File: src/sv/whe_pkg.sv
// Shared types, widths and codes for the weighted histogram engine.
// Depends on nothing; every other file imports it.
`default_nettype none
package whe_pkg;

  localparam int MAX_BINS_DEF = 256;

  localparam int X_W        = 32;
  localparam int W_W        = 16;
  localparam int IDX_W      = 9;
  localparam int SUM_W      = 48;
  localparam int CNT_W      = 32;
  localparam int ST_W       = 2;
  localparam int CMD_W      = 3;
  localparam int CFG_IDX_W  = 2;
  localparam int CFG_DATA_W = 32;

  localparam int BND_W       = 48;
  localparam int DIST_W      = 33;
  localparam int NUM_W       = 57;
  localparam int QUO_W       = 32;
  localparam int VAL_W       = 25;
  localparam int SHARE_STEPS = 25;
  localparam int UNI_STEPS   = 32;
  localparam int STEP_W      = 6;
  localparam int QDEPTH      = 2;

  localparam logic [SUM_W-1:0] SUM_MAX = '1;
  localparam logic [CNT_W-1:0] CNT_MAX = '1;
  localparam logic [30:0]      ONE_Q16 = 31'd65536;

  localparam logic [CMD_W-1:0] CMD_FILL_PT = 3'd0;
  localparam logic [CMD_W-1:0] CMD_FILL_RG = 3'd1;
  localparam logic [CMD_W-1:0] CMD_READ    = 3'd2;
  localparam logic [CMD_W-1:0] CMD_CLEAR   = 3'd3;
  localparam logic [CMD_W-1:0] CMD_APPEND  = 3'd4;

  localparam logic [CFG_IDX_W-1:0] CFG_BIN_MODE  = 2'd0;
  localparam logic [CFG_IDX_W-1:0] CFG_LOW_EDGE  = 2'd1;
  localparam logic [CFG_IDX_W-1:0] CFG_BIN_WIDTH = 2'd2;
  localparam logic [CFG_IDX_W-1:0] CFG_BIN_COUNT = 2'd3;

  localparam logic [ST_W-1:0] ST_OK   = 2'd0;
  localparam logic [ST_W-1:0] ST_SKIP = 2'd1;
  localparam logic [ST_W-1:0] ST_FULL = 2'd2;

  typedef enum logic [2:0] {
    OP_FILL_PT, OP_FILL_RG, OP_READ, OP_CLEAR, OP_APPEND, OP_NOP
  } op_t;

  typedef struct packed {
    logic [CMD_W-1:0]        cmd;
    logic signed [X_W-1:0]   x;
    logic signed [X_W-1:0]   x_upper;
    logic [W_W-1:0]          weight;
    logic [IDX_W-1:0]        bin_index;
  } in_item_t;

  typedef struct packed {
    logic [ST_W-1:0]  status;
    logic [SUM_W-1:0] bin_value;
    logic [IDX_W-1:0] found_bin;
    logic [CNT_W-1:0] entry_count;
  } out_item_t;

  typedef struct packed {
    logic                  bin_mode;
    logic signed [X_W-1:0] low_edge;
    logic [30:0]           bin_width;
    logic [8:0]            bin_count;
  } cfg_t;

  typedef struct packed {
    op_t                   op;
    logic signed [X_W-1:0] lo;
    logic signed [X_W-1:0] hi;
    logic [DIST_W-1:0]     span;
    logic signed [X_W:0]   d_lo;
    logic signed [X_W:0]   d_hi;
    logic [W_W-1:0]        weight;
    logic [IDX_W-1:0]      bin_index;
  } job_t;

  typedef struct packed {
    logic              start;
    logic [DIST_W-1:0] rem;
    logic [QUO_W-1:0]  bits;
    logic [STEP_W-1:0] steps;
    logic [DIST_W-1:0] divisor;
  } div_req_t;

  typedef struct packed {
    logic             done;
    logic [QUO_W-1:0] quot;
  } div_rsp_t;

endpackage
`default_nettype wire

File: src/sv/whe_front.sv
// Front end: takes input beats, decodes the command, orders range ends
// and forms offsets for the back end. Depends on whe_pkg.
`default_nettype none
module whe_front import whe_pkg::*; (
  input  logic     in_valid,
  output logic     in_stall,
  input  in_item_t in_data,
  input  cfg_t     cfg,
  input  logic     q_full,
  output logic     q_push,
  output job_t     q_job
);

  logic signed [X_W-1:0] lo;
  logic signed [X_W-1:0] hi;
  op_t                   op;

  always_comb begin
    case (in_data.cmd)
      CMD_FILL_PT: op = OP_FILL_PT;
      CMD_FILL_RG: op = OP_FILL_RG;
      CMD_READ:    op = OP_READ;
      CMD_CLEAR:   op = OP_CLEAR;
      CMD_APPEND:  op = OP_APPEND;
      default:     op = OP_NOP;
    endcase
    if (op == OP_FILL_RG && in_data.x_upper < in_data.x) begin
      lo = in_data.x_upper;
      hi = in_data.x;
    end else if (op == OP_FILL_RG) begin
      lo = in_data.x;
      hi = in_data.x_upper;
    end else begin
      lo = in_data.x;
      hi = in_data.x;
    end
  end

  always_comb begin
    q_job.op        = op;
    q_job.lo        = lo;
    q_job.hi        = hi;
    q_job.span      = DIST_W'($signed({hi[X_W-1], hi}) - $signed({lo[X_W-1], lo}));
    q_job.d_lo      = $signed({lo[X_W-1], lo})
                      - $signed({cfg.low_edge[X_W-1], cfg.low_edge});
    q_job.d_hi      = $signed({hi[X_W-1], hi})
                      - $signed({cfg.low_edge[X_W-1], cfg.low_edge});
    q_job.weight    = in_data.weight;
    q_job.bin_index = in_data.bin_index;
  end

  assign in_stall = q_full;
  assign q_push   = in_valid & ~q_full;

endmodule
`default_nettype wire

File: config.mk
export PLATFORM = sky130hd
export DESIGN_NAME = whe_front
export DESIGN_NICKNAME = d
export VERILOG_FILES = /design/src/sv/whe_pkg.sv /design/src/sv/whe_front.sv
export SDC_FILE = /design/constraint.sdc
export NUM_CORES = 1
export LEC_CHECK = 0
export BUFFER_PORTS_ARGS = -buffer_cell sky130_fd_sc_hd__buf_4
export CAP_MARGIN = 20
export CORE_AREA = 3 3 138 140
export DETAILED_ROUTE_END_ITERATION = 10
export DIE_AREA = 0 0 141 143
export PLACE_DENSITY_LB_ADDON = 0.12
export SETUP_SLACK_MARGIN = 0.02
export SYNTH_ARGS = -nofsm -noshare
export SYNTH_HDL_FRONTEND = slang
export SYNTH_SLANG_ARGS = --single-unit
File: constraint.sdc
create_clock -name vclk -period 10.5
set_clock_uncertainty 0.2 [all_clocks]
set_input_delay 0 -clock vclk [all_inputs]
set_output_delay 0 -clock vclk [all_outputs]
set_load 0.005 [all_outputs]
# ---- Word-level counts from Yosys, hierarchy flattened
# Index checks and enable logic that the tools add are counted.
dict set report op_classes {
  reduce_logical 2
  mux 4
  eq_ne 5
  n_bitwise 2
  magnitude_cmp 1
  addsub 3
}
# operator n
set ops {}
lappend ops {{$sub 32x32->33} 3}
lappend ops {{$mux 32} 3}
lappend ops {{$lt 32x32->1} 1}
lappend ops {{$pmux 3 s5} 1}
lappend ops {{$eq 3x1->1 const B} 2}
lappend ops {{$eq 3x2->1 const B} 2}
lappend ops {{$eq 3x3->1 const B} 1}
lappend ops {{$logic_not 3->1} 1}
lappend ops {{$and 1x1->1} 1}
lappend ops {{$logic_and 1x1->1} 1}
lappend ops {{$not 1->1} 1}
dict set report word_totals {
  elab_cells 17
  in_bits 167
  reg_bits 0
  out_inout_bits 193
}

# ---- Logic depth before layout (Yosys ltp)
dict set report depth {
  depth_word 6
  mapped_depth 25
  mapped_depth_nobuf 23
}

# ---- Worst setup path after synthesis
# No wires, ideal clock.
dict set report synth_path {
  path_kind {in2out}
  startpoint {input in_data[66] (netlist bit)}
  endpoint {output q_job[55] (netlist bit)}
  arrival_ps 5366
  path_buffers 2
  stages 25
  t_required_ps 10300
  slack_ps 4934
  path_cell_list {inv_1 ha_1 a211o_1 a21oi_1 a21boi_0 o31a_1 nor3_1 or3_1 clkbuf_1 clkbuf_1 mux2i_1 ha_1 inv_1 fa_1 a21o_1 a21o_1 a2111oi_2 o31ai_1 o31ai_1 o21ai_1 a221o_1 a2111oi_2 o31ai_1 a21oi_1 xnor2_1}
}
# element line
set synth_rtl {}
lappend synth_rtl {{from (decl)} whe_front.sv:7} ;# input in_item_t in_data,
lappend synth_rtl {{to (decl)} whe_front.sv:11} ;# output job_t q_job

==> impl_metrics.csv <==
group,metric,value,unit
drt,firstDrtPassIters,5,
drt,route.detailed.drc,0,
logic_synthesis,synth_warnings,0,
logic_synthesis,ys_seq_area_share,0,%
cells_and_area,nets,1547,
sta,max_freq,137,MHz
drt,ant_nets,0,
sta,tns,0,ns
critical_path,cp-start-kind,"input pin",
power_and_ir_drop,p_sw,389,uW
cells_and_area,drive_gt1_share,25.6,%
global_routing,antenna_found_initial,0,
cells_and_area,diodes,0,
placed_design,portBuffers,269,
worst_hold_path,hold_class,"in -> out",
logic_synthesis,synth_area_leaders,"ha_1 23%, xnor2_1 7.1%, inv_1 7.1%, a21o_1 7.0%, a21oi_1 6.2%",
drt,routedWlPerCell,17.0,um
cells_and_area,fillers,1904,
power_and_ir_drop,leakage,0.00492,uW
sta,min_period_over_period,69.4,%
critical_path,critPathArrivalTime,7.09,ns
floorplan,core,18000,um2
status,outcome,"finished, final reports clean",
sta,setup_violations,0,
logic_synthesis,avgSynthCellArea,6.88,um2
global_routing,grt.overflow.total,0,
sta,final_max_slew_viol_count,0,
global_routing,grt_pass1_wl,38400,um
sta,finalHoldViolations,0,
power_and_ir_drop,clock_power_share,0,%
global_routing,grt_max_degree,64,
floorplan,die_w,141,um
floorplan,dieArea,20200,um2
critical_path,worst_ep_required_time,10.30,ns
power_and_ir_drop,pwr-share-comb,100.0,%
drt,drt_iter0_drc,396,
global_routing,grt_pass1_vias,7526,
logic_synthesis,syn_inst,1000,
global_routing,grt_use_total,23.1,%
placed_design,dp_hpwl,21700,um
cells_and_area,clockBufferCount,0,
logic_synthesis,yosys.area.top_type,"ha_1",
floorplan,die_h,143,um
sta,whs,0.0619,ns
floorplan,rows,49,
logic_synthesis,yosysUniqueCellTypes,66,
logic_synthesis,yosysTopAreaCellShare,22.7,%
power_and_ir_drop,swShare,50.0,%
sta,tightestPinTransition,0.920,ns
drt,vias,7925,
floorplan,initial_utilization,38.3,%
power_and_ir_drop,intPower,389,uW
power_and_ir_drop,peakVddDrop,36.6,uV
sta,relSlewSlack,38.7,%
critical_path,path_max_fanout,17,
logic_synthesis,synth_area,6880,um2
cells_and_area,post-route-util,51.2,%
critical_path,path_class,"in -> out",
critical_path,end_kind,"output port",
drt,vias_per_cell,5.36,
run,cap_violations,0,
placed_design,gp_congestion,0.936,
sta,fin_crit,7.29,ns
floorplan,ios,360,
cells_and_area,seq_cell_count,0,
cells_and_area,register_area,0,um2
power_and_ir_drop,power_density,84.5,nW/um2
power_and_ir_drop,power_frac_seq,0,%
sta,rsz0062_at_grt,"false",
logic_synthesis,synth_fp_nets,1295,
drt,drt_wl_total,25100,um
cells_and_area,syn_to_final_growth,33.6,%
## power by group through the flow
stage                     clock network (uW)  logic [uW]  registers (uW)
after detailed placement                   0         766               0
after global routing                       0         856               0
after global placement                     0         766               0
after floorplan                            0         434               0
final                                      0         778               0
after CTS                                  0         780               0
## worst max-delay path: stages
cell and delay [ns]:
buf_4 0.12, ha_1 0.29, a211o_1 0.29, a21oi_1 0.21, a21boi_0 0.21, o31a_1 0.36
nor3_1 0.35, or3_1 0.78, buf_4 0.41, mux2i_1 0.28, ha_1 0.22, inv_1 0.06
fa_1 0.40, a21o_1 0.17, a21o_1 0.24, a2111oi_2 0.47, o31ai_1 0.26, o31ai_1 0.31
o21ai_1 0.21, a221o_1 0.42, a2111oi_2 0.40, o31ai_1 0.12, a21oi_1 0.18, xnor2_1 0.14
buf_4 0.13
## logic make-up after synthesis
family | share of synthesized area, %
compound gates | 31.9
xor+xnor | 10.3
fa+ha+maj | 23.6
buf+inv | 11.2
mux | 5.36
simple gates | 17.6
## layout by cell type, fill, tap and decap left out, types with 5 or more instances in the layout
cell / count
xor2_1: 25
nand2_1: 75
and3_1: 13
xnor2_1: 56
o31a_1: 5
o31ai_1: 10
a211oi_1: 5
nor3_1: 10
o211ai_1: 7
a21oi_1: 85
nand2b_1: 21
a211o_1: 5
ha_1: 125
or3_1: 6
o21ai_1: 5
a31oi_1: 14
nand4_1: 19
o21a_1: 15
buf_4: 272
nand3_1: 13
inv_1: 130
nor2_1: 49
dlygate4sd3_1: 27
mux2_2: 31
a21o_1: 64
nor2b_1: 15
o21ai_0: 70
a21boi_0: 8
o21bai_1: 12
## layer usage
layer | share of wire (%) | wire (um) | vias to the layer above | global-route usage (%)
met1 | 45 | 11200 | 3601 | 31.1
met4 | 0.48 | 121 | 0 | 1.17
met3 | 6.8 | 1720 | 8 | 2.28
li1 | - | - | 4065 | -
met2 | 48 | 12100 | 251 | 42.0
met5 | 0 | 0 | - | 0
## cells in the mapped netlist (all sizes together), types with 4 or more instances
master and count:
and4 4, or3 6, and3 13, o21ai 76, nor3 10, nor2b 15
o31ai 11, a31oi 15, o21bai 12, nor2 50, o31a 5, o211ai 7
nand4 19, a21boi 9, mux2 31, o21a 15, nand2 76, a221oi 4
a211o 5, clkbuf 21, nand3 14, inv 130, ha 125, a21o 64
a21oi 85, buf 28, xor2 25, or2 4, xnor2 56, a211oi 5
nand2b 22
## what timing repair did
| item | in CTS | in global routing |
|---|---|---|
| setup buffers | 0 | 0 |
| endpoints found under the hold margin | 27 | 0 |
| gates resized for setup | 0 | 0 |
| setup endpoints to repair | 0 | 0 |
| hold buffers | 27 | 0 |
## layout make-up
class                           count  area [um2]  share of cell area (%)
Multi-Input combinational cell    821        6110                    66.4
Inverter                          130         488                    5.30
Timing Repair Buffer              299        2310                    25.1
Tap cell                          229         287                    3.11
## through the flow
stage          std cells  worst slack, ns  instance area (um2)  total power (uW)
5_1_grt             1479             2.70                 9200               856
3_3_place_gp        1452             3.22                 8930               766
4_1_cts             1479             3.18                 9200               780
2_1_floorplan       1000             4.93                 6880               434
6_report            1479             3.21                 9200               778
3_5_place_dp        1452             3.19                 8930               766
## worst paths after layout
| kind | startpoint | end | slack, ns | cells after the start |
|---|---|---|---|---|
| hold / removal | in_data[89] | q_job[188] | 0.06 | 3 |
| setup / recovery | in_data[34] | q_job[55] | 3.21 | 25 |
No activity file was read; power rests on OpenSTA's default activity.
