**config.mk**
```make
export PLATFORM = sky130hd
export DESIGN_NAME = whe_queue
export DESIGN_NICKNAME = d
export VERILOG_FILES = /design/src/sv/whe_pkg.sv /design/src/sv/whe_queue.sv
export SDC_FILE = /design/constraint.sdc
export NUM_CORES = 1
export LEC_CHECK = 0
export ABC_CLOCK_PERIOD_IN_PS = 14800
export BUFFER_PORTS_ARGS = -buffer_cell sky130_fd_sc_hd__clkbuf_2
export CORE_MARGIN = 5
export CORE_UTILIZATION = 52
export DETAILED_ROUTE_END_ITERATION = 12
export GPL_ROUTABILITY_DRIVEN = 0
export GPL_TIMING_DRIVEN = 0
export PLACE_DENSITY = 0.79
export SYNTH_ARGS = -nofsm -noshare
export SYNTH_HDL_FRONTEND = slang
export SYNTH_SLANG_ARGS = --single-unit
```
**constraint.sdc**
```tcl
create_clock -name clk -period 14.8 [get_ports clk]
set_input_delay 2.96 -clock clk [delete_from_list [all_inputs] [get_ports clk]]
set_output_delay 2.96 -clock clk [all_outputs]
set_load 0.005 [all_outputs]
```
**src/sv/whe_pkg.sv**
```systemverilog
// Shared types, widths and codes for the weighted histogram engine.
// Depends on nothing; every other file imports it.
`default_nettype none
package whe_pkg;

  localparam int MAX_BINS_DEF = 256;

  localparam int X_W        = 32;
  localparam int W_W        = 16;
  localparam int IDX_W      = 9;
  localparam int SUM_W      = 48;
  localparam int CNT_W      = 32;
  localparam int ST_W       = 2;
  localparam int CMD_W      = 3;
  localparam int CFG_IDX_W  = 2;
  localparam int CFG_DATA_W = 32;

  localparam int BND_W       = 48;
  localparam int DIST_W      = 33;
  localparam int NUM_W       = 57;
  localparam int QUO_W       = 32;
  localparam int VAL_W       = 25;
  localparam int SHARE_STEPS = 25;
  localparam int UNI_STEPS   = 32;
  localparam int STEP_W      = 6;
  localparam int QDEPTH      = 2;

  localparam logic [SUM_W-1:0] SUM_MAX = '1;
  localparam logic [CNT_W-1:0] CNT_MAX = '1;
  localparam logic [30:0]      ONE_Q16 = 31'd65536;

  localparam logic [CMD_W-1:0] CMD_FILL_PT = 3'd0;
  localparam logic [CMD_W-1:0] CMD_FILL_RG = 3'd1;
  localparam logic [CMD_W-1:0] CMD_READ    = 3'd2;
  localparam logic [CMD_W-1:0] CMD_CLEAR   = 3'd3;
  localparam logic [CMD_W-1:0] CMD_APPEND  = 3'd4;

  localparam logic [CFG_IDX_W-1:0] CFG_BIN_MODE  = 2'd0;
  localparam logic [CFG_IDX_W-1:0] CFG_LOW_EDGE  = 2'd1;
  localparam logic [CFG_IDX_W-1:0] CFG_BIN_WIDTH = 2'd2;
  localparam logic [CFG_IDX_W-1:0] CFG_BIN_COUNT = 2'd3;

  localparam logic [ST_W-1:0] ST_OK   = 2'd0;
  localparam logic [ST_W-1:0] ST_SKIP = 2'd1;
  localparam logic [ST_W-1:0] ST_FULL = 2'd2;

  typedef enum logic [2:0] {
    OP_FILL_PT, OP_FILL_RG, OP_READ, OP_CLEAR, OP_APPEND, OP_NOP
  } op_t;

  typedef struct packed {
    logic [CMD_W-1:0]        cmd;
    logic signed [X_W-1:0]   x;
    logic signed [X_W-1:0]   x_upper;
    logic [W_W-1:0]          weight;
    logic [IDX_W-1:0]        bin_index;
  } in_item_t;

  typedef struct packed {
    logic [ST_W-1:0]  status;
    logic [SUM_W-1:0] bin_value;
    logic [IDX_W-1:0] found_bin;
    logic [CNT_W-1:0] entry_count;
  } out_item_t;

  typedef struct packed {
    logic                  bin_mode;
    logic signed [X_W-1:0] low_edge;
    logic [30:0]           bin_width;
    logic [8:0]            bin_count;
  } cfg_t;

  typedef struct packed {
    op_t                   op;
    logic signed [X_W-1:0] lo;
    logic signed [X_W-1:0] hi;
    logic [DIST_W-1:0]     span;
    logic signed [X_W:0]   d_lo;
    logic signed [X_W:0]   d_hi;
    logic [W_W-1:0]        weight;
    logic [IDX_W-1:0]      bin_index;
  } job_t;

  typedef struct packed {
    logic              start;
    logic [DIST_W-1:0] rem;
    logic [QUO_W-1:0]  bits;
    logic [STEP_W-1:0] steps;
    logic [DIST_W-1:0] divisor;
  } div_req_t;

  typedef struct packed {
    logic             done;
    logic [QUO_W-1:0] quot;
  } div_rsp_t;

endpackage
`default_nettype wire

```
**src/sv/whe_queue.sv**
```systemverilog
// Short job queue between the front end and the back end.
// Depends on whe_pkg for the job type and depth.
`default_nettype none
module whe_queue import whe_pkg::*; (
  input  logic clk,
  input  logic rst_n,
  input  logic push,
  input  job_t push_job,
  output logic full,
  input  logic pop,
  output job_t pop_job,
  output logic empty
);

  localparam int PW = (QDEPTH > 1) ? $clog2(QDEPTH) : 1;
  localparam int CW = $clog2(QDEPTH + 1);

  job_t          slots_r [QDEPTH];
  logic [PW-1:0] wr_ptr_r;
  logic [PW-1:0] rd_ptr_r;
  logic [CW-1:0] cnt_r;

  always_ff @(posedge clk) begin
    if (!rst_n) begin
      wr_ptr_r <= '0;
      rd_ptr_r <= '0;
      cnt_r    <= '0;
    end else begin
      if (push) begin
        wr_ptr_r <= (wr_ptr_r == PW'(QDEPTH - 1)) ? '0 : wr_ptr_r + 1'b1;
      end
      if (pop) begin
        rd_ptr_r <= (rd_ptr_r == PW'(QDEPTH - 1)) ? '0 : rd_ptr_r + 1'b1;
      end
      if (push && !pop) begin
        cnt_r <= cnt_r + 1'b1;
      end else if (pop && !push) begin
        cnt_r <= cnt_r - 1'b1;
      end
    end
  end

  always_ff @(posedge clk) begin
    if (push) begin
      slots_r[wr_ptr_r] <= push_job;
    end
  end

  assign pop_job = slots_r[rd_ptr_r];
  assign full    = (cnt_r == CW'(QDEPTH));
  assign empty   = (cnt_r == '0);

endmodule
`default_nettype wire

```
# Word level (Yosys, flattened, before mapping)
# Memory sizes are Yosys's and may differ from the RTL's. A register that Yosys moved wholly into a read port is not among the register bits.
# Cells that the tools add are included.
[op_classes]
add_sub_neg = 4
eq_ne = 1
mux = 8
n_reduce_logical = 6
[op_table]
columns = ["op", "n"]
rows = [
  ["$mux 1", 6],
  ["$mux 2", 2],
  ["$add 1x1->1 const B", 2],
  ["$add 2x1->2 const B", 1],
  ["$eq 2x2->1 const B", 1],
  ["$logic_and 1x1->1", 2],
  ["$logic_not 1->1", 2],
  ["$logic_not 2->1", 1],
  ["$reduce_bool 2->1", 1],
  ["$sub 2x1->2 const B", 1],
]
[word_totals]
register_bits = 4
mem_bits_rw = 382
in_bits = 195
wordCells = 23
n_memories = 1
[memory_table]
columns = ["name", "depth", "word_bits", "rd", "rd_ports_with_merged_regs", "wr", "line_no", "rtl"]
rows = [
  ["slots_r", 2, 191, 1, 1, 1, "whe_queue.sv:18", "job_t slots_r [QDEPTH];"],
]

# Logic depth before layout (Yosys ltp)
# Gate-level depths: netlist of the first run.
[logic_depth]
ltp_word = 4
mapped_depth = 5
depth_no_buf = 5

# Worst setup path before layout of the first run
# OpenSTA, ideal clock, no wires.
[synth_path]
path_type = "input to register"
startpoint = "in push"
endpoint = "reg wr_ptr_r"
arrival_time_ns = 11.907
required_ns = 14.703
slack_ns = 2.795
cell_stages = 2
n_path_buf = 0
cell_sequence = "nor2b_1 o21a_1"
[synth_rtl]
columns = ["item", "line_no", "rtl"]
rows = [
  ["start, declared", "whe_queue.sv:7", "input logic push,"],
  ["end signal, assigned", "whe_queue.sv:30", "wr_ptr_r <= (wr_ptr_r == PW'(QDEPTH - 1)) ? '0 : wr_ptr_r + 1'b1;"],
  ["end, declared", "whe_queue.sv:19", "logic [PW-1:0] wr_ptr_r;"],
]

==> flow_summary.toml, run 1 <==
[run_status]
status = "completed"

[pwr]
ir_worst_vdd_mv = 0.134
powerDensity_mw_per_mm2 = 138
total_power_mw = 2.48
p_leak_nw = 6.85

[clocking]
path_clk_slew_ns = 0.06
cts_max_level = 2
cts-root-buf = "clkbuf_16"
postCtsSetupBuffers = 0
clock-sinks = 387
numCtsBuffers = 39
cts_tree = "yes"
cts_hold_buffers = 0
clkLatencyLatePin_ns = 0.51
cts_resized = 0
cts.path.max_buffers = 3

[routing]
drt-total-wl_um = 28900
drt_pass1_iterations = 4
wire_per_inst_um = 20.3
drtIter0Drc = 282
vias_per_cell = 5.09
drc_errors = 0
via_count = 7236
ant_nets = 0

[global_routing]
grt-ovfl-total = 0
antenna_found_initial = 0
grt_pass1_vias = 8121
track_usage = 0.187
grt_first_pass_wirelength_um = 44600
grt_max_degree = 63

[timing]
final.setup.worst_slack_ns = 10.03
clock_skew_ns = 0.0115
worst_pin_slew_ns = 0.433
finalHoldViolCount = 0
max_freq_mhz = 210
grt_setup_unrepaired = "false"
finalSetupViolCount = 0
period_share = 0.322
slew_violations = 0
relSlewSlack = 0.710
fin_crit_ns = 4.77

[place]
io_buffer_count = 387
place_ws_ns = 10.23
hpwlAfterDp_um = 20700

[worst_setup_path]
ff2ff_path_depth = 3
arrival_ns = 1.81
start_kind = "flip-flop"
cp_max_fo = 10
reg2reg_from = "wr_ptr_r$_SDFFE_PN0P_"
rrSetupSlack_ns = 12.99
r2r_end = "slots_r[1][132]$_DFFE_PP_"
worstPathRequired_ns = 11.84
criticalPathCategory = "reg -> out"
cp-end-kind = "output port"
endpoint = "pop_job[123]"

[floorplanning]
die_y_um = 175
dieArea_sq_mm = 0.0305
rows = 60
start_util = 0.525
ios = 388
core_region_area_sq_mm = 0.0268
dieWidth_um = 175

[synth]
yosys-top-cells-area = "edfxtp_1 81%, mux2_2 15%, buf_6 1.7%"
yosys.area.top_type = "edfxtp_1"
synth_top_cell_area_share = 0.815
netlist_area_sq_mm = 0.0141
seq_area_frac_synth = 0.822
yosys_warnings = 0
ys_seq_elements = 387
syn_inst = 616
synthDistinctLibCells = 16
avgSynthCellArea_sq_um = 22.9
synth_fp_nets = 812

[final_layout]
drive_gt1_frac = 0.613
syn_to_final_growth_pct = 27.4
nNetsFinal = 1250
layout_common_cells = "387 x clkbuf_2, 382 x edfxtp_1, 191 x mux2_2, 39 x clkbuf_16, 21 x buf_6"
final_common_cell = "clkbuf_2"

[hold_path]
hp-class = "reg -> reg"

[job]
max_cap_viol_count = 0
## report_power, final
| part | total [mW] | internal (mW) | switching [mW] | leakage, nW |
|---|---|---|---|---|
| Clock | 0.959 | 0.587 | 0.372 | 0.605 |
| Sequential | 1.28 | 1.27 | 0.0128 | 3.63 |
| Combinational | 0.244 | 0.127 | 0.117 | 2.61 |
| Total | 2.48 | 1.98 | 0.502 | 6.85 |
## kinds of logic (layout without fill, tap and decap cells)
| kind of cell | count (synthesis) | after routing | share of synthesized area |
|---|---|---|---|
| flip-flops | 387 | 387 | 0.822 |
| XOR/XNOR | 3 | 3 | 0.00187 |
| AND/OR/NAND/NOR | 9 | 9 | 0.00400 |
| AO/OA/AOI/OAI | 3 | 3 | 0.00142 |
| buffers and inverters | 22 | 486 | 0.0171 |
| adder cells (fa/ha/maj) | 1 | 1 | 0.000889 |
| other | 0 | 1 | 0 |
| multiplexers | 191 | 191 | 0.153 |
## worst max-delay path, stage by stage, from the launching register on
cell and delay, ns:
dfxtp_1 0.39, buf_6 0.21, buf_6 0.18, mux2_2 0.39
clkbuf_2 0.13
## metal layers
metal	vias up	GRT usage	part of all wire
li1	3350	-	-
met4	0	0.0599	0.027
met3	55	0.0761	0.10
met2	323	0.333	0.51
met1	3508	0.205	0.36
met5	-	0	0
## Yosys cell counts
library cell  number
edfxtp_1         382
mux2_2           191
buf_6             21
dfxtp_1            5
and2_1             4
nor2b_1            2
xor2_1             2
a21boi_1           1
and2b_2            1
ha_1               1
inv_1              1
nor2_1             1
o21a_1             1
o21ai_0            1
or3_1              1
xnor2_1            1
## how the worst min path moves through the flow
stage	startpoint	end	cells past startpoint
after floorplan	cnt_r[1]$_SDFFE_PN0P_	cnt_r[1]$_SDFFE_PN0P_	2
after global placement	cnt_r[1]$_SDFFE_PN0P_	cnt_r[1]$_SDFFE_PN0P_	2
after detailed placement	cnt_r[1]$_SDFFE_PN0P_	cnt_r[1]$_SDFFE_PN0P_	2
after CTS	cnt_r[1]$_SDFFE_PN0P_	cnt_r[1]$_SDFFE_PN0P_	2
after global routing	cnt_r[1]$_SDFFE_PN0P_	cnt_r[1]$_SDFFE_PN0P_	2
final	cnt_r[1]$_SDFFE_PN0P_	cnt_r[1]$_SDFFE_PN0P_	2
## final cells by class
cell class              count  area, sq um
fillers                  1769         8870
inverters                   1         3.75
plain buffers              21          236
flip-flops and latches    387        11600
diodes                      1         2.50
clock inverters            20          245
repair buffers            397         2170
multi-input cells         207         2280
clock buffers              47         1010
well taps                 341          427
## per-stage QoR
stage | TNS [ns] | cell area [sq um] | hold WS [ns] | std cells | util
after floorplan | 0 | 14100 | 0.466 | 616 | -
after global placement | -396.55 | 16400 | 0.478 | 1344 | 0.613
after detailed placement | 0 | 16700 | 0.522 | 1354 | 0.622
after CTS | 0 | 17900 | 0.530 | 1421 | 0.669
after global routing | 0 | 17900 | 0.554 | 1421 | 0.669
final | 0 | 17900 | 0.526 | 1422 | 0.669
## state kept, by name (all words and copies together) (netlist names), named ones only
signal	cells
slots_r	382
cnt_r	2
rd_ptr_r	1
wr_ptr_r	1
(Power assumes the default switching activity.)
==> inputs of run 2 (changes only) <==
==> config.mk (replaced) <==
export PLATFORM = sky130hd
export DESIGN_NAME = whe_queue
export DESIGN_NICKNAME = d
export VERILOG_FILES = /design/src/sv/whe_pkg.sv /design/src/sv/whe_queue.sv
export SDC_FILE = /design/constraint.sdc
export NUM_CORES = 1
export LEC_CHECK = 0
export ABC_CLOCK_PERIOD_IN_PS = 3900
export BUFFER_PORTS_ARGS = -buffer_cell sky130_fd_sc_hd__clkbuf_2
export CORE_MARGIN = 5
export CORE_UTILIZATION = 47
export DETAILED_ROUTE_END_ITERATION = 12
export GPL_ROUTABILITY_DRIVEN = 0
export GPL_TIMING_DRIVEN = 0
export PLACE_DENSITY = 0.76
export SYNTH_ARGS = -nofsm -noshare
export SYNTH_HDL_FRONTEND = slang
export SYNTH_SLANG_ARGS = --single-unit
==> constraint.sdc (replaced) <==
create_clock -name clk -period 3.9 [get_ports clk]
set_input_delay 0.78 -clock clk [delete_from_list [all_inputs] [get_ports clk]]
set_output_delay 0.78 -clock clk [all_outputs]
set_load 0.005 [all_outputs]
==> run 2 against run 1 <==
Combinational power grew to 3.8 times the previous value. Sequential power grew to 3.8 times the previous value. Sequential share of layout area shrank 0.37 points. Largest cell class unchanged. Critical endpoint is now pop_job[106]. Utilization fell by 6.1 points.
==> flow_summary.toml, run 2 (synthesis results as in run 1) <==
[worst_setup_path]
crit_buf_inv = 3
ff2ff_path_depth = 4
crit_chain = "buf_6, buf_6, mux2_2, clkbuf_2"
start_kind = "flip-flop"
arrival_ns = 1.78
criticalPathCategory = "reg -> out"
critPathMostFrequentCell = "buf_6"
worstPathRequired_ns = 3.12
cp_max_fo = 10
max_stage_delay_ns = 0.38
reg2reg_from = "wr_ptr_r$_SDFFE_PN0P_"
crit_family = "buffers and inverters"
rrSetupSlack_ns = 2.07
r2r_end = "slots_r[0][162]$_DFFE_PP_"
cp_slowest_cell = "mux2_2"
cp-end-kind = "output port"

[clocking]
postCtsSetupBuffers = 0
path_clk_slew_ns = 0.06
cts_tree = "yes"
cts_resized = 0
clkLatencyLatePin_ns = 0.52
cts.path.max_buffers = 3
clock-sinks = 387
numCtsBuffers = 40
cts-root-buf = "clkbuf_16"
cts_hold_buffers = 0
cts_max_level = 2

[timing]
max_freq_mhz = 390
finalSetupViolCount = 0
final.setup.worst_slack_ns = 1.34
fin_crit_ns = 2.56
finalHoldViolCount = 0
worst_pin_slew_ns = 0.795
grt_setup_unrepaired = "false"
slew_violations = 0
clock_skew_ns = 0.00887
period_share = 0.657
relSlewSlack = 0.470

[floorplanning]
rows = 63
dieArea_sq_mm = 0.0335
dieWidth_um = 183
start_util = 0.475
die_y_um = 183
core_region_area_sq_mm = 0.0296
ios = 388

[pwr]
ir_worst_vdd_mv = 0.403
p_leak_nw = 6.87
total_power_mw = 9.52
powerDensity_mw_per_mm2 = 527

[final_layout]
fillCellCount = 2184
finalInstanceArea_sq_mm = 0.0180
largest_reg_flops = 382
drive_gt1_frac = 0.613
final_common_cell = "clkbuf_2"
seq_area_sq_mm = 0.0116
top_register = "slots_r"
reg.largest.list = "slots_r: 382 flops, cnt_r: 2 flops"
fin_cells = 1475
nNetsFinal = 1251
layout_common_cells = "387 x clkbuf_2, 382 x edfxtp_1, 191 x mux2_2, 41 x clkbuf_16, 21 x buf_6"
multi_input_area_sq_mm = 0.00228
syn_to_final_growth_pct = 28.1

[global_routing]
grt_max_degree = 60
grt-ovfl-total = 0
antenna_found_initial = 3
grt_pass1_vias = 7931
track_usage = 0.169
grt_first_pass_wirelength_um = 44100

[hold_path]
hold_path_depth = 1
min-delay-start = "push_job[91]"
hp-class = "in -> reg"
holdPathEnd = "slots_r[1][91]$_DFFE_PP_"

[routing]
drt_pass1_iterations = 6
wire_per_inst_um = 19.7
vias_per_cell = 4.94
via_count = 7286
ant_nets = 0
drt-total-wl_um = 29100
drtIter0Drc = 309
drc_errors = 0

[place]
io_buffer_count = 387
dp.cells = 1403
place_ws_ns = 1.43
hpwlAfterDp_um = 20600
placed_area_sq_mm = 0.0167

[job]
max_cap_viol_count = 0

[run_status]
status = "completed"
## run 2: where the power goes
part	switching, mW	internal, mW
clock network	1.46	2.27
logic	0.448	0.483
registers	0.0469	4.81
total	1.96	7.56
## run 2: worst reg2reg max path: cells and delay by family (launching register included)
kind	cells	cell delay [ns]
buf+inv	3	0.64
flops	1	0.34
simple gates	1	0.51
## run 2: final cells by class
type / instances / area share
flip-flops and latches: 387 / 0.641
inverters: 1 / 0.000208
plain buffers: 21 / 0.0131
multi-input cells: 207 / 0.126
well taps: 390 / 0.0271
diodes: 1 / 0.000139
repair buffers: 397 / 0.120
clock buffers: 52 / 0.0592
clock inverters: 19 / 0.0126
## run 2: metal layers
metal | part of all wire | wire [um] | GRT usage
met5 | 0.00089 | 26 | 0
met4 | 0.033 | 961 | 0.0653
met3 | 0.096 | 2780 | 0.0615
met2 | 0.51 | 14900 | 0.295
met1 | 0.36 | 10500 | 0.190
## run 2: worst max-delay path by stage
| stage | startpoint | end | slack [ns] | cells after the start |
|---|---|---|---|---|
| 6_report | flip-flop | pop_job[106] | 1.34 | 4 |
| 4_1_cts | flip-flop | pop_job[106] | 1.25 | 4 |
| 5_1_grt | flip-flop | pop_job[106] | 1.22 | 4 |
| 3_5_place_dp | push | slots_r[0][85]$_DFFE_PP_ | 1.43 | 5 |
| 3_3_place_gp | push | slots_r[0][85]$_DFFE_PP_ | -1.90 | 2 |
| 2_1_floorplan | push | slots_r[0][0]$_DFFE_PP_ | -0.19 | 1 |
## run 2: metrics by stage
stage                     utilization  TNS [ns]  hold WS [ns]
final                           0.609         0         0.448
after global routing            0.609         0         0.423
after CTS                       0.609         0         0.424
after detailed placement        0.565         0         0.503
after global placement          0.557   -568.74         0.479
after floorplan                     -    -35.53         0.466
==> inputs of run 3 (changes only) <==
--- a/config.mk
+++ b/config.mk
@@ -5,7 +5,7 @@
 export SDC_FILE = /design/constraint.sdc
 export NUM_CORES = 1
 export LEC_CHECK = 0
-export ABC_CLOCK_PERIOD_IN_PS = 3900
+export ABC_CLOCK_PERIOD_IN_PS = 2300
 export BUFFER_PORTS_ARGS = -buffer_cell sky130_fd_sc_hd__clkbuf_2
 export CORE_MARGIN = 5
 export CORE_UTILIZATION = 47
==> constraint.sdc (replaced) <==
create_clock -name clk -period 2.3 [get_ports clk]
set_input_delay 0.46 -clock clk [delete_from_list [all_inputs] [get_ports clk]]
set_output_delay 0.46 -clock clk [all_outputs]
set_load 0.005 [all_outputs]
==> run 3 against run 2 <==
Worst setup slack worse by 1.2 ns. Worst hold slack worse by 0.32 ns. Global-route usage did not move. Design area increased by 0.12%. Non-clock buffer count unchanged. Sequential share of layout area down 0.073 points. Clock skew barely moved. Power grew 70%. Wire length is essentially flat. Utilization up 0.076 points. Critical path depth did not move. Critical path type unchanged. Critical endpoint is now pop_job[103].
==> flow_summary.toml, run 3 (synthesis results as in run 1) <==
[run_status]
status = "completed"

[clocking]
cts.path.max_buffers = 3
cts_hold_buffers = 0
cts_max_level = 2
cts_tree = "yes"
cts_resized = 6
path_clk_slew_ns = 0.06
clkLatencyLatePin_ns = 0.52
cts-root-buf = "clkbuf_16"
clock-sinks = 387
postCtsSetupBuffers = 0
numCtsBuffers = 40

[pwr]
ir_worst_vdd_mv = 0.682
powerDensity_mw_per_mm2 = 894
p_leak_nw = 6.88
total_power_mw = 16.1

[routing]
drt-total-wl_um = 29100
wire_per_inst_um = 19.7
drtIter0Drc = 311
ant_nets = 0
drt_pass1_iterations = 6
via_count = 7282
vias_per_cell = 4.94
drc_errors = 0

[floorplanning]
ios = 388
core_region_area_sq_mm = 0.0296
dieWidth_um = 183
start_util = 0.475
rows = 63
die_y_um = 183
dieArea_sq_mm = 0.0335

[worst_setup_path]
worstPathRequired_ns = 1.84
max_stage_delay_ns = 0.37
arrival_ns = 1.73
cp-end-kind = "output port"
criticalPathCategory = "reg -> out"
crit_family = "buffers and inverters"
cp_slowest_cell = "dfxtp_2"
crit_chain = "buf_12, buf_6, mux2_2, clkbuf_2"
cp_max_fo = 10
crit_buf_inv = 3
start_kind = "flip-flop"

[final_layout]
fin_cells = 1475
syn_to_final_growth_pct = 28.3
nNetsFinal = 1251
drive_gt1_frac = 0.614
fillCellCount = 2180
largest_reg_flops = 382
top_register = "slots_r"
reg.largest.list = "slots_r: 382 flops, cnt_r: 2 flops"
final_common_cell = "clkbuf_2"
finalInstanceArea_sq_mm = 0.0181
layout_common_cells = "387 x clkbuf_2, 382 x edfxtp_1, 191 x mux2_2, 41 x clkbuf_16, 18 x buf_6"
fin_util = 0.609

[place]
hpwlAfterDp_um = 20600
dp.cells = 1403
io_buffer_count = 387
placed_area_sq_mm = 0.0167
place_ws_ns = 0.153

[timing]
setup_tns_ns = 0
holdWs_ns = 0.128
max_freq_mhz = 457
finalHoldViolCount = 0
relSlewSlack = 0.468
grt_setup_unrepaired = "false"
fin_crit_ns = 2.19
worst_pin_slew_ns = 0.798
period_share = 0.952
slew_violations = 0
finalSetupViolCount = 0
final.setup.worst_slack_ns = 0.111
clock_skew_ns = 0.00921

[hold_path]
hp-class = "in -> reg"

[job]
max_cap_viol_count = 0

[global_routing]
grt_pass1_vias = 7931
grt_first_pass_wirelength_um = 44100
track_usage = 0.169
grt_max_degree = 60
grt-ovfl-total = 0
antenna_found_initial = 3
==> run 3: cell counts in the layout (fill, tap and decap cells not counted) <==
Identical to the previous run, type by type.
==> run 3: final cells by class <==
| type | count | area [sq um] | share of cell area |
|---|---|---|---|
| diodes | 1 | 2.50 | 0.000139 |
| plain buffers | 21 | 258 | 0.0143 |
| clock buffers | 52 | 1070 | 0.0591 |
| clock inverters | 19 | 226 | 0.0125 |
| inverters | 1 | 3.75 | 0.000208 |
| multi-input cells | 207 | 2280 | 0.126 |
| flip-flops and latches | 387 | 11600 | 0.641 |
| well taps | 390 | 488 | 0.0270 |
| repair buffers | 397 | 2170 | 0.120 |
==> run 3: final timing paths <==
check / start / cells after the start / to / slack [ns]
worst min-delay path: push_job[91] / 1 / slots_r[1][91]$_DFFE_PP_ / 0.13
worst min register to register: cnt_r[1]$_SDFFE_PN0P_ / 2 / cnt_r[1]$_SDFFE_PN0P_ / 0.51
worst max-delay path: flip-flop / 4 / pop_job[103] / 0.11
worst max register to register: wr_ptr_r$_SDFFE_PN0P_ / 4 / slots_r[0][162]$_DFFE_PP_ / 0.47
==> run 3: power breakdown <==
part,internal [mW],switching (mW)
registers,8.16,0.0808
clock network,3.84,2.48
logic,0.827,0.759
==> run 3: per-layer routing <==
| layer | GRT usage | wire [um] | vias to the layer above |
|---|---|---|---|
| li1 | - | - | 3339 |
| met1 | 0.190 | 10500 | 3562 |
| met2 | 0.295 | 14900 | 309 |
| met3 | 0.0615 | 2760 | 68 |
| met4 | 0.0653 | 961 | 4 |
| met5 | 0 | 26 | - |
