--- src/sv/whe_pkg.sv ---
// Shared types, widths and codes for the weighted histogram engine.
// Depends on nothing; every other file imports it.
`default_nettype none
package whe_pkg;

  localparam int MAX_BINS_DEF = 256;

  localparam int X_W        = 32;
  localparam int W_W        = 16;
  localparam int IDX_W      = 9;
  localparam int SUM_W      = 48;
  localparam int CNT_W      = 32;
  localparam int ST_W       = 2;
  localparam int CMD_W      = 3;
  localparam int CFG_IDX_W  = 2;
  localparam int CFG_DATA_W = 32;

  localparam int BND_W       = 48;
  localparam int DIST_W      = 33;
  localparam int NUM_W       = 57;
  localparam int QUO_W       = 32;
  localparam int VAL_W       = 25;
  localparam int SHARE_STEPS = 25;
  localparam int UNI_STEPS   = 32;
  localparam int STEP_W      = 6;
  localparam int QDEPTH      = 2;

  localparam logic [SUM_W-1:0] SUM_MAX = '1;
  localparam logic [CNT_W-1:0] CNT_MAX = '1;
  localparam logic [30:0]      ONE_Q16 = 31'd65536;

  localparam logic [CMD_W-1:0] CMD_FILL_PT = 3'd0;
  localparam logic [CMD_W-1:0] CMD_FILL_RG = 3'd1;
  localparam logic [CMD_W-1:0] CMD_READ    = 3'd2;
  localparam logic [CMD_W-1:0] CMD_CLEAR   = 3'd3;
  localparam logic [CMD_W-1:0] CMD_APPEND  = 3'd4;

  localparam logic [CFG_IDX_W-1:0] CFG_BIN_MODE  = 2'd0;
  localparam logic [CFG_IDX_W-1:0] CFG_LOW_EDGE  = 2'd1;
  localparam logic [CFG_IDX_W-1:0] CFG_BIN_WIDTH = 2'd2;
  localparam logic [CFG_IDX_W-1:0] CFG_BIN_COUNT = 2'd3;

  localparam logic [ST_W-1:0] ST_OK   = 2'd0;
  localparam logic [ST_W-1:0] ST_SKIP = 2'd1;
  localparam logic [ST_W-1:0] ST_FULL = 2'd2;

  typedef enum logic [2:0] {
    OP_FILL_PT, OP_FILL_RG, OP_READ, OP_CLEAR, OP_APPEND, OP_NOP
  } op_t;

  typedef struct packed {
    logic [CMD_W-1:0]        cmd;
    logic signed [X_W-1:0]   x;
    logic signed [X_W-1:0]   x_upper;
    logic [W_W-1:0]          weight;
    logic [IDX_W-1:0]        bin_index;
  } in_item_t;

  typedef struct packed {
    logic [ST_W-1:0]  status;
    logic [SUM_W-1:0] bin_value;
    logic [IDX_W-1:0] found_bin;
    logic [CNT_W-1:0] entry_count;
  } out_item_t;

  typedef struct packed {
    logic                  bin_mode;
    logic signed [X_W-1:0] low_edge;
    logic [30:0]           bin_width;
    logic [8:0]            bin_count;
  } cfg_t;

  typedef struct packed {
    op_t                   op;
    logic signed [X_W-1:0] lo;
    logic signed [X_W-1:0] hi;
    logic [DIST_W-1:0]     span;
    logic signed [X_W:0]   d_lo;
    logic signed [X_W:0]   d_hi;
    logic [W_W-1:0]        weight;
    logic [IDX_W-1:0]      bin_index;
  } job_t;

  typedef struct packed {
    logic              start;
    logic [DIST_W-1:0] rem;
    logic [QUO_W-1:0]  bits;
    logic [STEP_W-1:0] steps;
    logic [DIST_W-1:0] divisor;
  } div_req_t;

  typedef struct packed {
    logic             done;
    logic [QUO_W-1:0] quot;
  } div_rsp_t;

endpackage
`default_nettype wire

--- src/sv/whe_div.sv ---
// Restoring divider, one quotient bit per cycle, shared by bin lookup and
// range shares. Depends on whe_pkg for the request and response types.
`default_nettype none
module whe_div import whe_pkg::*; (
  input  logic     clk,
  input  logic     rst_n,
  input  div_req_t req,
  output div_rsp_t rsp
);

  logic [DIST_W-1:0] rem_r;
  logic [DIST_W-1:0] rem_nxt;
  logic [DIST_W-1:0] div_r;
  logic [QUO_W-1:0]  bits_r;
  logic [QUO_W-1:0]  q_r;
  logic [STEP_W-1:0] cnt_r;
  logic              busy_r;
  logic              done_r;
  logic [DIST_W:0]   trial;
  logic              ge;

  always_comb begin
    trial   = {rem_r, bits_r[QUO_W-1]} - {1'b0, div_r};
    ge      = ~trial[DIST_W];
    rem_nxt = ge ? trial[DIST_W-1:0] : {rem_r[DIST_W-2:0], bits_r[QUO_W-1]};
  end

  always_ff @(posedge clk) begin
    if (!rst_n) begin
      busy_r <= 1'b0;
      done_r <= 1'b0;
      cnt_r  <= '0;
    end else begin
      done_r <= 1'b0;
      if (req.start) begin
        busy_r <= 1'b1;
        cnt_r  <= req.steps;
      end else if (busy_r) begin
        cnt_r <= cnt_r - 1'b1;
        if (cnt_r == STEP_W'(1)) begin
          busy_r <= 1'b0;
          done_r <= 1'b1;
        end
      end
    end
  end

  always_ff @(posedge clk) begin
    if (req.start) begin
      rem_r  <= req.rem;
      bits_r <= req.bits;
      div_r  <= req.divisor;
      q_r    <= '0;
    end else if (busy_r) begin
      rem_r  <= rem_nxt;
      bits_r <= {bits_r[QUO_W-2:0], 1'b0};
      q_r    <= {q_r[QUO_W-2:0], ge};
    end
  end

  assign rsp.done = done_r;
  assign rsp.quot = q_r;

endmodule
`default_nettype wire

--- config.mk ---
export PLATFORM = sky130hd
export DESIGN_NAME = whe_div
export DESIGN_NICKNAME = d
export VERILOG_FILES = /design/src/sv/whe_pkg.sv /design/src/sv/whe_div.sv
export SDC_FILE = /design/constraint.sdc
export NUM_CORES = 1
export LEC_CHECK = 0
export CAP_MARGIN = 20
export CORE_MARGIN = 2
export CORE_UTILIZATION = 62
export DETAILED_ROUTE_END_ITERATION = 16
export DONT_BUFFER_PORTS = 1
export PLACE_DENSITY = 0.89
export SLEW_MARGIN = 20
export SYNTH_ARGS = -nofsm -noshare
export SYNTH_HDL_FRONTEND = slang
export SYNTH_SLANG_ARGS = --single-unit
--- constraint.sdc ---
create_clock -name clk -period 5.7 [get_ports clk]
set_input_delay 0.285 -clock clk [delete_from_list [all_inputs] [get_ports clk]]
set_output_delay 0.285 -clock clk [all_outputs]
set_load 0.05 [all_outputs]
# --- After elaboration in Yosys (flattened, before gate mapping) ---
# Index checks and enable logic that the tools add are counted.
op_classes:
  eq_ne: 1
  n_addsub: 2
  n_bitwise: 3
  muxes: 11
  n_reduce_logical: 2
op_table:
  columns: ["op", "n"]
  rows:
  - ["2-to-1 mux 33 bit", 3]
  - ["2-to-1 mux 32 bit", 2]
  - ["subtractor 34 x 33 -> 34 bit", 1]
  - ["2-to-1 mux 6 bit", 2]
  - ["== test 6 x 1 -> 1 bit, second input constant", 1]
  - ["subtractor 6 x 1 -> 6 bit, second input constant", 1]
  - ["2-to-1 mux 1 bit", 4]
  - ["NOT 1 bit", 3]
  - ["OR reduction 3 bit", 1]
  - ["nonzero test 2 bit", 1]
totals:
  wordCells: 26
  register_bits: 138
  in_bits: 107

# --- Longest topological paths before layout ---
# Gate-level depths: netlist of run 1.
logic_depth:
  depth_word: 4
  depth_mapped: 14
  ltp_nobuf: 12

# --- Worst setup path after synthesis of run 1 ---
# No wires, ideal clock.
synth_timing:
  path_kind: "register to register"
  start: "register rem_r[13]"
  end: "register rem_r[10], data pin"
  stages_incl_launch_ff: 13
  t_arrival_ns: 2.590
  path_slack_ns: 2.848
  synth_period_minus_slack_ns: 2.852
  cell_sequence: "edfxtp_1 ha_1 buf_2 a21oi_1 nor3_1 or3_1 nor3_2 a21oi_2 o21ai_2 a31o_2 nand2_1 buf_2 a311o_1"
synth_via:
  elab_chain_cells: 4
synth_rtl:
  columns: ["element", "line_no", "source"]
  rows:
  - ["start, declared", "whe_div.sv:11", "logic [DIST_W-1:0] rem_r;"]
  - ["start signal, assigned", "whe_div.sv:50", "rem_r <= req.rem;"]
  - ["start signal, assigned", "whe_div.sv:55", "rem_r <= rem_nxt;"]
  - ["subtractor 34 x 33 -> 34 bit", "whe_div.sv:23", "trial = {rem_r, bits_r[QUO_W-1]} - {1'b0, div_r};"]
  - ["2-to-1 mux 33 bit", "whe_div.sv:25", "rem_nxt = ge ? trial[DIST_W-1:0] : {rem_r[DIST_W-2:0], bits_r[QUO_W-1]};"]
  - ["2-to-1 mux 33 bit", "whe_div.sv:54", "end else if (busy_r) begin"]
  - ["2-to-1 mux 33 bit", "whe_div.sv:49", "if (req.start) begin"]
# Every way passes these cells. The select of a mux whose other input is x is not followed.
# A chain may end at the register's enable or synchronous reset.

# --- Final worst setup path of run 1 ---
layout_timing:
  start: "register rem_r[0]"
  end: "register rem_r[23], data pin"
# The elaborated chain is that of the path after synthesis.

==> impl_metrics.py, run 1 <==
metrics = {
    "logic_synthesis": {
        "ys_types": 65,
        "synthesis.nets": 848,
        "syn_inst": 705,
        "synth.avg_cell_area_um2": 10.86,
        "yosys_most_used_dff": "edfxtp_1",
        "synth-async-reset-ratio_pct": 0,
        "yosysSeqAreaShare_pct": 48.90,
        "synth_seq_cells": 138,
        "synth-edff-count": 98,
        "yosysWarnings": 0,
        "syn_area_mm2": 0.007656,
    },
    "floorplanning": {
        "die_y_um": 115.1,
        "ios": 140,
        "dieArea_mm2": 0.01325,
        "fp.coreArea_mm2": 0.01201,
        "start_util_pct": 63.74,
        "die_x_um": 115.1,
        "row_count": 40,
    },
    "sta": {
        "rsz0062_at_grt": "no",
        "fin_setup_tns_ps": 0,
        "max_freq_mhz": 260.0,
        "slew_headroom_pct": 30.67,
        "tightest_slew_ps": 1040,
        "timing.final.crit_share_pct": 67.48,
        "hold-worst-slack_ps": 9.931,
        "setup_violations": 0,
        "report.final.slew_viol_count": 0,
        "period_needed_ps": 3846,
        "hold_viol_final": 0,
        "finClkSkew_ps": 9.743,
    },
    "worst_setup_path": {
        "crit_end": "rem_r[23]",
        "ff2ff_setup_slack_ps": 1850,
        "cp-startpoint": "rem_r[0]",
        "start_kind": "flop",
        "path_max_fanout": 21,
        "r2r-end": "rem_r[23]",
        "endpoint_kind": "flop",
        "rr_worst_depth": 10,
        "reg2reg_from": "rem_r[0]",
        "critical_path_class": "flop to flop",
        "worst_ep_required_time_ps": 5870,
        "arrival_ps": 4020,
    },
    "final_layout": {
        "nFillCells": 842,
        "drive_gt1_share_pct": 12.94,
        "nNetsFinal": 872,
        "final_cells": 889,
        "syn2layout_area_growth_pct": 13.47,
        "stdcell_area_mm2": 0.008687,
        "antennaDiodeCount": 0,
        "multi_input_area_mm2": 0.003526,
        "regArea_mm2": 0.003745,
    },
    "global_route": {
        "grt_pass1_wl_mm": 28.16,
        "grt.overflow.total": 0,
        "grt_antenna_before_repair": 0,
        "grt_pass1_vias": 5811,
        "grt_start_max_net_pins": 83,
        "grtUsageTotal_pct": 27.28,
    },
    "clocking": {
        "ctsHoldBuffers": 38,
        "cts.sinks": 138,
        "cts_buffers": 17,
        "cts_buffer_depth": 2,
        "cts-root-buf": "clkbuf_16",
        "path_clk_slew_ps": 60,
        "post_cts_buffers": 0,
        "worstSkewPairLatency_ps": 420,
        "cts-resized-gates": 0,
        "cts_tree": "built",
        "cts-htree-levels": 4,
    },
    "placement": {
        "gp_congestion": 0.9118,
        "port_buffers": 0,
        "placed_cells": 818,
        "place_hpwl_mm": 11.24,
        "dpl_cell_area_mm2": 0.007661,
    },
    "power_and_ir_drop": {
        "power.density_mw_per_mm2": 427.0,
        "p_leak_nw": 3.451,
        "peakVddDrop_mv": 0.3141,
    },
    "routing": {
        "vias": 5592,
        "drtIter0Drc": 439,
        "first_pass_iters": 5,
        "detail-route-antenna-nets": 0,
        "post_drt_wl_per_cell_um": 19.65,
        "finalWirelength_mm": 17.47,
        "drc_errors": 0,
        "viasPerCell": 6.290,
    },
    "min_path": {
        "min_path_type": "primary input to flop",
    },
    "job": {
        "drv_cap": 0,
    },
    "outcome": {
        "status": "finished clean",
    },
}
-- metrics by stage --
stage	utilization [%]	worst slack (ps)	total power, mW
after floorplan	-	2849	2.326
final	72.32	1854	3.709
after CTS	72.09	1803	3.687
after detailed placement	63.78	1861	2.514
after global routing	72.32	1675	3.893
after global placement	63.78	1970	2.482
-- cell usage after synthesis, drive strengths merged (7+ instances only) --
cell type | number | area share, %
clkbuf | 14 | 0.69
xnor2 | 23 | 2.6
a31oi | 15 | 1.4
edfxtp | 98 | 38
xor2 | 7 | 0.80
nand2 | 39 | 1.9
ha | 35 | 5.7
inv | 51 | 2.5
a311o | 10 | 1.3
mux2i | 33 | 4.3
nor2 | 55 | 2.7
mux2 | 31 | 4.6
nor3 | 12 | 0.85
and2 | 18 | 1.5
dfxtp | 40 | 10
nand3 | 19 | 1.2
o21ai | 32 | 2.4
buf | 22 | 1.9
a21o | 15 | 1.5
o211ai | 13 | 1.6
a21oi | 39 | 2.6
nand4 | 8 | 0.82
nor4 | 9 | 0.74
-- sequential cells by signal, summed over array words and instances, names as in the netlist --
signal / flops
bits_r: 32
busy_r: 1
cnt_r: 6
div_r: 33
done_r: 1
q_r: 32
rem_r: 33
-- cell families after synthesis --
kind of cell	count (synthesis)	synth area share [%]
flops	138	48.90
xor+xnor	30	3.432
fa+ha+maj	36	5.981
compound gates	159	15.07
simple gates	191	12.67
buf+inv	87	5.082
mux	64	8.874
-- worst min-delay path by stage --
stage,start,endpoint,slack [ps],cells after the start
floorplan,req[0],div_r[0],380,0
global placement,req[13],div_r[13],380,0
detailed placement,req[15],div_r[15],380,0
CTS,rst_n,cnt_r[0],0.7,1
global route,rst_n,cnt_r[0],3,1
finish,rst_n,cnt_r[0],10,1
-- cell usage in the layout, fill, tap and decap left out, drive strengths merged, types with 5 or more instances in the layout --
master,synthesis,routed
nand2b,6,6
edfxtp,98,98
o21ai,32,32
nor3,12,12
o211ai,13,13
dlygate4sd3,0,37
nand3,19,19
a31oi,15,15
xor2,7,7
xnor2,23,23
ha,35,35
nand2,39,39
nor2b,6,6
a21oi,39,39
nor4,9,9
or3,5,5
a21o,15,15
mux2,31,31
mux2i,33,33
clkinv,0,6
nor2,55,55
nand4,8,8
o311ai,5,5
a311o,10,10
and2,18,18
dfxtp,40,40
inv,51,54
clkbuf,14,19
-- final cells by class --
class | instances | share of cell area, %
Multi-Input combinational cell | 480 | 40.59
Inverter | 51 | 2.204
Tap cell | 147 | 2.117
Clock inverter | 13 | 1.930
Clock buffer | 19 | 4.983
Sequential cell | 138 | 43.11
Timing Repair Buffer | 41 | 5.070
-- power by group --
part	total (mW)	internal [mW]	switching, mW
clock network	1.13	0.692	0.440
logic	1.25	0.528	0.724
registers	1.33	1.24	0.0846
total	3.71	2.46	1.25
-- routing by layer --
layer	part of all wire, %	track usage, %
met1	41	33.13
met2	49	45.53
met3	7.6	8.645
met4	2.1	10.68
met5	0	0
-- worst max-delay path, cell delays in order, from the launching register on --
cell       delay (ps)
edfxtp_1          400
ha_1              300
nor2b_1           190
o2111ai_1         180
a2111oi_2         510
o21ai_1           170
a21oi_2           240
o21ai_2           130
nand4_2           460
nand2_1           510
a311o_1           500
Note: power is estimated with default switching activity, not from simulation.
==> run 2, diff against run 1 <==
Settings changed: ABC_AREA set to 1.
Clock period 5.7 ns to 4.04 ns, I/O delays scaled along.
==> impl_metrics.py, run 2 <==
metrics = {
    "final_layout": {
        "drive_gt1_share_pct": 6.230,
        "fin_util_pct": 74.78,
        "final_common_cell": "nand2_1",
        "nNetsFinal": 1398,
        "final_cell_mix": "429 x nand2_1, 227 x inv_1, 99 x dlygate4sd3_1, 98 x edfxtp_1, 95 x nand3_1",
        "reg_top3": "div_r: 33 flops, rem_r: 33 flops",
        "nFillCells": 972,
        "syn2layout_area_growth_pct": 17.99,
    },
    "outcome": {
        "status": "finished clean",
    },
    "sta": {
        "setup_violations": 0,
        "fin_setup_tns_ps": 0,
        "hold_viol_final": 0,
        "tightest_slew_ps": 1079,
        "max_freq_mhz": 366.4,
        "timing.final.crit_share_pct": 67.55,
        "report.final.slew_viol_count": 0,
        "finClkSkew_ps": 13.61,
        "slew_headroom_pct": 27.86,
        "rsz0062_at_grt": "no",
        "fin_ws_ps": 1311,
        "period_needed_ps": 2729,
    },
    "logic_synthesis": {
        "synth-async-reset-ratio_pct": 0,
        "yosys_most_used_dff": "edfxtp_1",
        "synth_top_area_share_pct": 33.58,
        "ys_types": 36,
        "synth_seq_cells": 138,
        "yosysWarnings": 0,
        "synthTopCellsByArea": "edfxtp_1 34%, nand2_1 18%, inv_1 9.8%",
        "synth_top_area_cell": "edfxtp_1",
        "syn_area_mm2": 0.008763,
        "synthesis.nets": 1311,
        "synth.avg_cell_area_um2": 7.503,
        "yosysSeqAreaShare_pct": 42.72,
        "synth_most_common_cell": "nand2_1",
        "syn_inst": 1168,
        "yosys-top-cells-count": "430 x nand2_1, 228 x inv_1, 98 x edfxtp_1",
        "synth-edff-count": 98,
    },
    "routing": {
        "viasPerCell": 5.478,
        "finalWirelength_mm": 24.44,
        "wl_met3_mm": 2.137,
        "highest_layer": "met4",
        "vias": 7937,
        "detail-route-antenna-nets": 0,
        "dr_wl_met2_mm": 12.03,
        "drtIter0Drc": 702,
        "post_drt_wl_per_cell_um": 16.87,
        "wl_met1_mm": 9.586,
        "drc_errors": 0,
        "first_pass_iters": 7,
    },
    "floorplanning": {
        "dieArea_mm2": 0.01510,
        "die_x_um": 122.9,
        "start_util_pct": 63.38,
        "ios": 140,
        "die_y_um": 122.9,
        "row_count": 43,
        "fp.coreArea_mm2": 0.01383,
    },
    "clocking": {
        "cts_buffers": 17,
        "cts-htree-levels": 4,
        "worstSkewPairLatency_ps": 430,
        "post_cts_buffers": 0,
        "cts_tree": "built",
        "ctsHoldBuffers": 98,
        "cts.sinks": 138,
        "path_clk_slew_ps": 70,
        "cts-resized-gates": 0,
        "cts-root-buf": "clkbuf_16",
        "cts_buffer_depth": 2,
    },
    "global_route": {
        "grt_pass1_vias": 7843,
        "grt_pass1_wl_mm": 38.34,
        "grtUsageTotal_pct": 33.04,
        "grt_antenna_before_repair": 1,
        "grt.overflow.total": 0,
        "grt_start_max_net_pins": 73,
    },
    "worst_setup_path": {
        "path_max_fanout": 34,
        "worst_ep_required_time_ps": 4330,
        "start_kind": "flop",
        "critical_path_class": "flop to flop",
        "reg2reg_from": "rem_r[25]",
        "arrival_ps": 3020,
        "endpoint_kind": "flop",
        "cp-startpoint": "rem_r[25]",
    },
    "placement": {
        "pre_cts_ws_ps": 1375,
        "gp_congestion": 0.9613,
        "place_hpwl_mm": 14.11,
        "port_buffers": 0,
    },
    "min_path": {
        "min_path_type": "primary input to flop",
        "min_from": "req[68]",
    },
    "power_and_ir_drop": {
        "power.density_mw_per_mm2": 524.8,
        "p_leak_nw": 5.150,
        "p_total_mw": 5.427,
        "peakVddDrop_mv": 0.4504,
    },
    "job": {
        "drv_cap": 0,
    },
}
==> run 2: cell types whose count changed in the layout (fill, tap and decap cells not counted), moves of 13 or more <==
cell and delta:
nand3_2 +26, dlygate4sd3_1 +62, inv_1 +176, mux2_2 -31, o21ai_0 -13, a21o_1 -15
o22ai_1 +30, mux2i_1 -33, nand3_1 +76, a21oi_1 -15, nand2_1 +391
==> run 2: worst paths after layout <==
path                            depth (start not counted)  slack [ps]          to
worst min-delay path                                    2           5  bits_r[29]
worst max register to register                         10        1310   rem_r[29]
worst max-delay path                                   10        1310   rem_r[29]
worst min register to register                          2         530      busy_r
==> run 2: kinds of logic after synthesis <==
family | synth area share (%)
adders and majority gates | 5.226
xor gates and xnor gates | 1.799
and+or+nand+nor | 32.98
DFF | 42.72
buffers and inverters | 12.91
AOI/OAI and AO/OA | 4.369
==> run 2: per-layer routing <==
metal | global-route usage, % | up-vias
li1 | - | 3847
met1 | 39.41 | 3612
met2 | 58.05 | 417
met3 | 7.841 | 61
met4 | 11.85 | 0
met5 | 0 | -
==> run 2: stage by stage <==
step	cells	area [µm²]	hold WS, ps
final	1449	10340	5.413
after global routing	1449	10340	1.403
after CTS	1446	10310	3.036
after detailed placement	1316	8737	300.9
after global placement	1316	8737	300.9
after floorplan	1168	8763	299.6
==> run 2: critical path, cell delays in order, from the launching register on <==
cell	delay [ps]
edfxtp_1	410
ha_1	380
a21oi_1	260
nor2_1	90
o21ai_1	120
nand3_1	130
nor2_4	210
nand3_4	480
nand3_1	280
nand3_1	110
nand2_1	100
==> run 2: layout make-up <==
| type | count | area (µm²) | share of cell area (%) |
|---|---|---|---|
| tap | 180 | 225.2 | 2.178 |
| inverter | 230 | 864.6 | 8.362 |
| antenna | 1 | 2.502 | 0.02420 |
| multi-input combinational | 766 | 3891 | 37.63 |
| timing repair buffer | 102 | 1033 | 9.995 |
| clock buffer | 17 | 425.4 | 4.114 |
| sequential | 138 | 3744 | 36.21 |
| clock inverter | 15 | 153.9 | 1.488 |
==> run 2: power by group <==
part           internal (mW)  switching (mW)
Clock                  0.872           0.694
Sequential              1.72          0.0919
Combinational          0.729            1.32
==> run 3, diff against run 2 <==
Clock period 4.04 ns to 2.8 ns, I/O delays scaled along.
==> impl_metrics.py, run 3 (synthesis results as in run 2) <==
metrics = {
    "worst_setup_path": {
        "start_kind": "flop",
        "slowest_delay_ps": 400,
        "arrival_ps": 2720,
        "path_max_fanout": 34,
        "endpoint_kind": "flop",
        "critical_path_class": "flop to flop",
        "worst_ep_required_time_ps": 2980,
        "cpLargestDelayFamily": "simple AND/OR/NAND/NOR gates",
        "critPathBufInv": 1,
        "cpMaxStageDelayCell": "ha_1",
        "cp_cell_sequence": "ha_1 > nand2_2 > inv_1 > nand2_1 > nand2_1 > nand2_1 > nand3_2 > nand2_4 > nand2_4 > nand2_4 > nand2_4 > nand2_8 > nand3_1 > nand3_1 > nand2_1",
    },
    "final_layout": {
        "drive_gt1_share_pct": 6.781,
        "reg_top3": "div_r: 33 flops, rem_r: 33 flops",
        "syn2layout_area_growth_pct": 20.27,
        "nNetsFinal": 1413,
        "final_cell_mix": "430 x nand2_1, 228 x inv_1, 106 x dlygate4sd3_1, 98 x edfxtp_1, 95 x nand3_1",
        "final_common_cell": "nand2_1",
    },
    "floorplanning": {
        "ios": 140,
        "fp.coreArea_mm2": 0.01383,
        "die_x_um": 122.9,
        "start_util_pct": 63.38,
        "die_y_um": 122.9,
        "row_count": 43,
        "dieArea_mm2": 0.01510,
    },
    "sta": {
        "hold_viol_final": 0,
        "tightest_slew_ps": 598.1,
        "period_needed_ps": 2536,
        "fin_ws_ps": 263.5,
        "rsz0062_at_grt": "no",
        "setup_violations": 0,
        "fin_setup_tns_ps": 0,
        "max_freq_mhz": 394.2,
        "report.final.slew_viol_count": 0,
        "finClkSkew_ps": 13.36,
        "slew_headroom_pct": 60.13,
        "timing.final.crit_share_pct": 90.59,
    },
    "power_and_ir_drop": {
        "power.density_mw_per_mm2": 755.3,
        "p_leak_nw": 5.241,
        "peakVddDrop_mv": 0.6054,
    },
    "clocking": {
        "post_cts_buffers": 0,
        "cts_tree": "built",
        "cts_buffers": 17,
        "cts-htree-levels": 4,
        "cts.sinks": 138,
        "path_clk_slew_ps": 70,
        "worstSkewPairLatency_ps": 430,
        "cts_buffer_depth": 2,
        "cts-root-buf": "clkbuf_16",
    },
    "job": {
        "drv_cap": 0,
    },
    "routing": {
        "drtIter0Drc": 845,
        "first_pass_iters": 5,
        "vias": 8121,
        "detail-route-antenna-nets": 0,
        "post_drt_wl_per_cell_um": 16.76,
        "viasPerCell": 5.547,
        "finalWirelength_mm": 24.53,
        "drc_errors": 0,
    },
    "placement": {
        "port_buffers": 0,
        "pre_cts_ws_ps": 182.0,
        "gp_congestion": 0.9907,
        "place_hpwl_mm": 14.57,
    },
    "global_route": {
        "grt.overflow.total": 0,
        "grt_pass1_vias": 8057,
        "grtUsageTotal_pct": 33.83,
        "grt_antenna_before_repair": 1,
        "grt_pass1_wl_mm": 39.42,
        "grt_start_max_net_pins": 104,
    },
    "outcome": {
        "status": "finished clean",
    },
    "min_path": {
        "min_path_type": "primary input to flop",
    },
}
[run 3: power breakdown]
group / total [mW] / leakage [nW] / switching [mW] / internal (mW)
registers: 2.61 / 1.31 / 0.133 / 2.48
clock network: 2.28 / 0.301 / 1.00 / 1.28
logic: 3.07 / 3.63 / 1.94 / 1.14
total: 7.96 / 5.24 / 3.07 / 4.89
[run 3: worst reg2reg max path: cells and delay by family, from the launching register on]
kind	cells	cell delay, ps
flip-flops	1	390
AND/OR/NAND/NOR	13	1440
buffers and inverters	1	50
adder cells (fa/ha/maj)	1	400
[run 3: cell type report]
class                   count  area (µm²)
diodes                      1       2.502
clock buffers              19       475.5
clock inverters            13       118.9
fillers                   942        3287
inverters                 230       864.6
multi-input cells         766        3909
flip-flops and latches    138        3744
well taps                 180       225.2
repair buffers            117        1201
[run 3: metal layers]
layer / up-vias / track usage (%) / part of all wire [%]
li1: 3871 / - / -
met1: 3763 / 42.60 / 40
met2: 418 / 57.11 / 49
met3: 69 / 6.688 / 8.0
met4: 0 / 13.72 / 2.9
met5: - / 0 / 0
[run 3: stage by stage]
step,hold WS [ps],area [µm²],utilization (%),std cells,total power [mW]
6_report,50.11,10540,76.23,1464,7.961
3_5_place_dp,238.9,8835,63.89,1324,5.433
2_1_floorplan,237.6,8765,-,1168,4.887
5_1_grt,84.09,10540,76.23,1464,8.438
4_1_cts,45.10,10520,76.07,1463,7.821
3_3_place_gp,238.9,8835,63.89,1324,5.358
[run 3: path summary, 6_finish.rpt]
path	start	slack, ps	cells past startpoint	end
worst max-delay path	rem_r[2]	260	15	rem_r[0]
worst min-delay path	req[104]	50	2	busy_r
worst max register to register	rem_r[2]	260	15	rem_r[0]
worst min register to register	busy_r	530	2	busy_r
[run 3: repair_timing]
item,CTS,global route
setup endpoints to repair,0,20
gates resized for setup,0,3
hold buffers,107,0
endpoints found under the hold margin,139,0
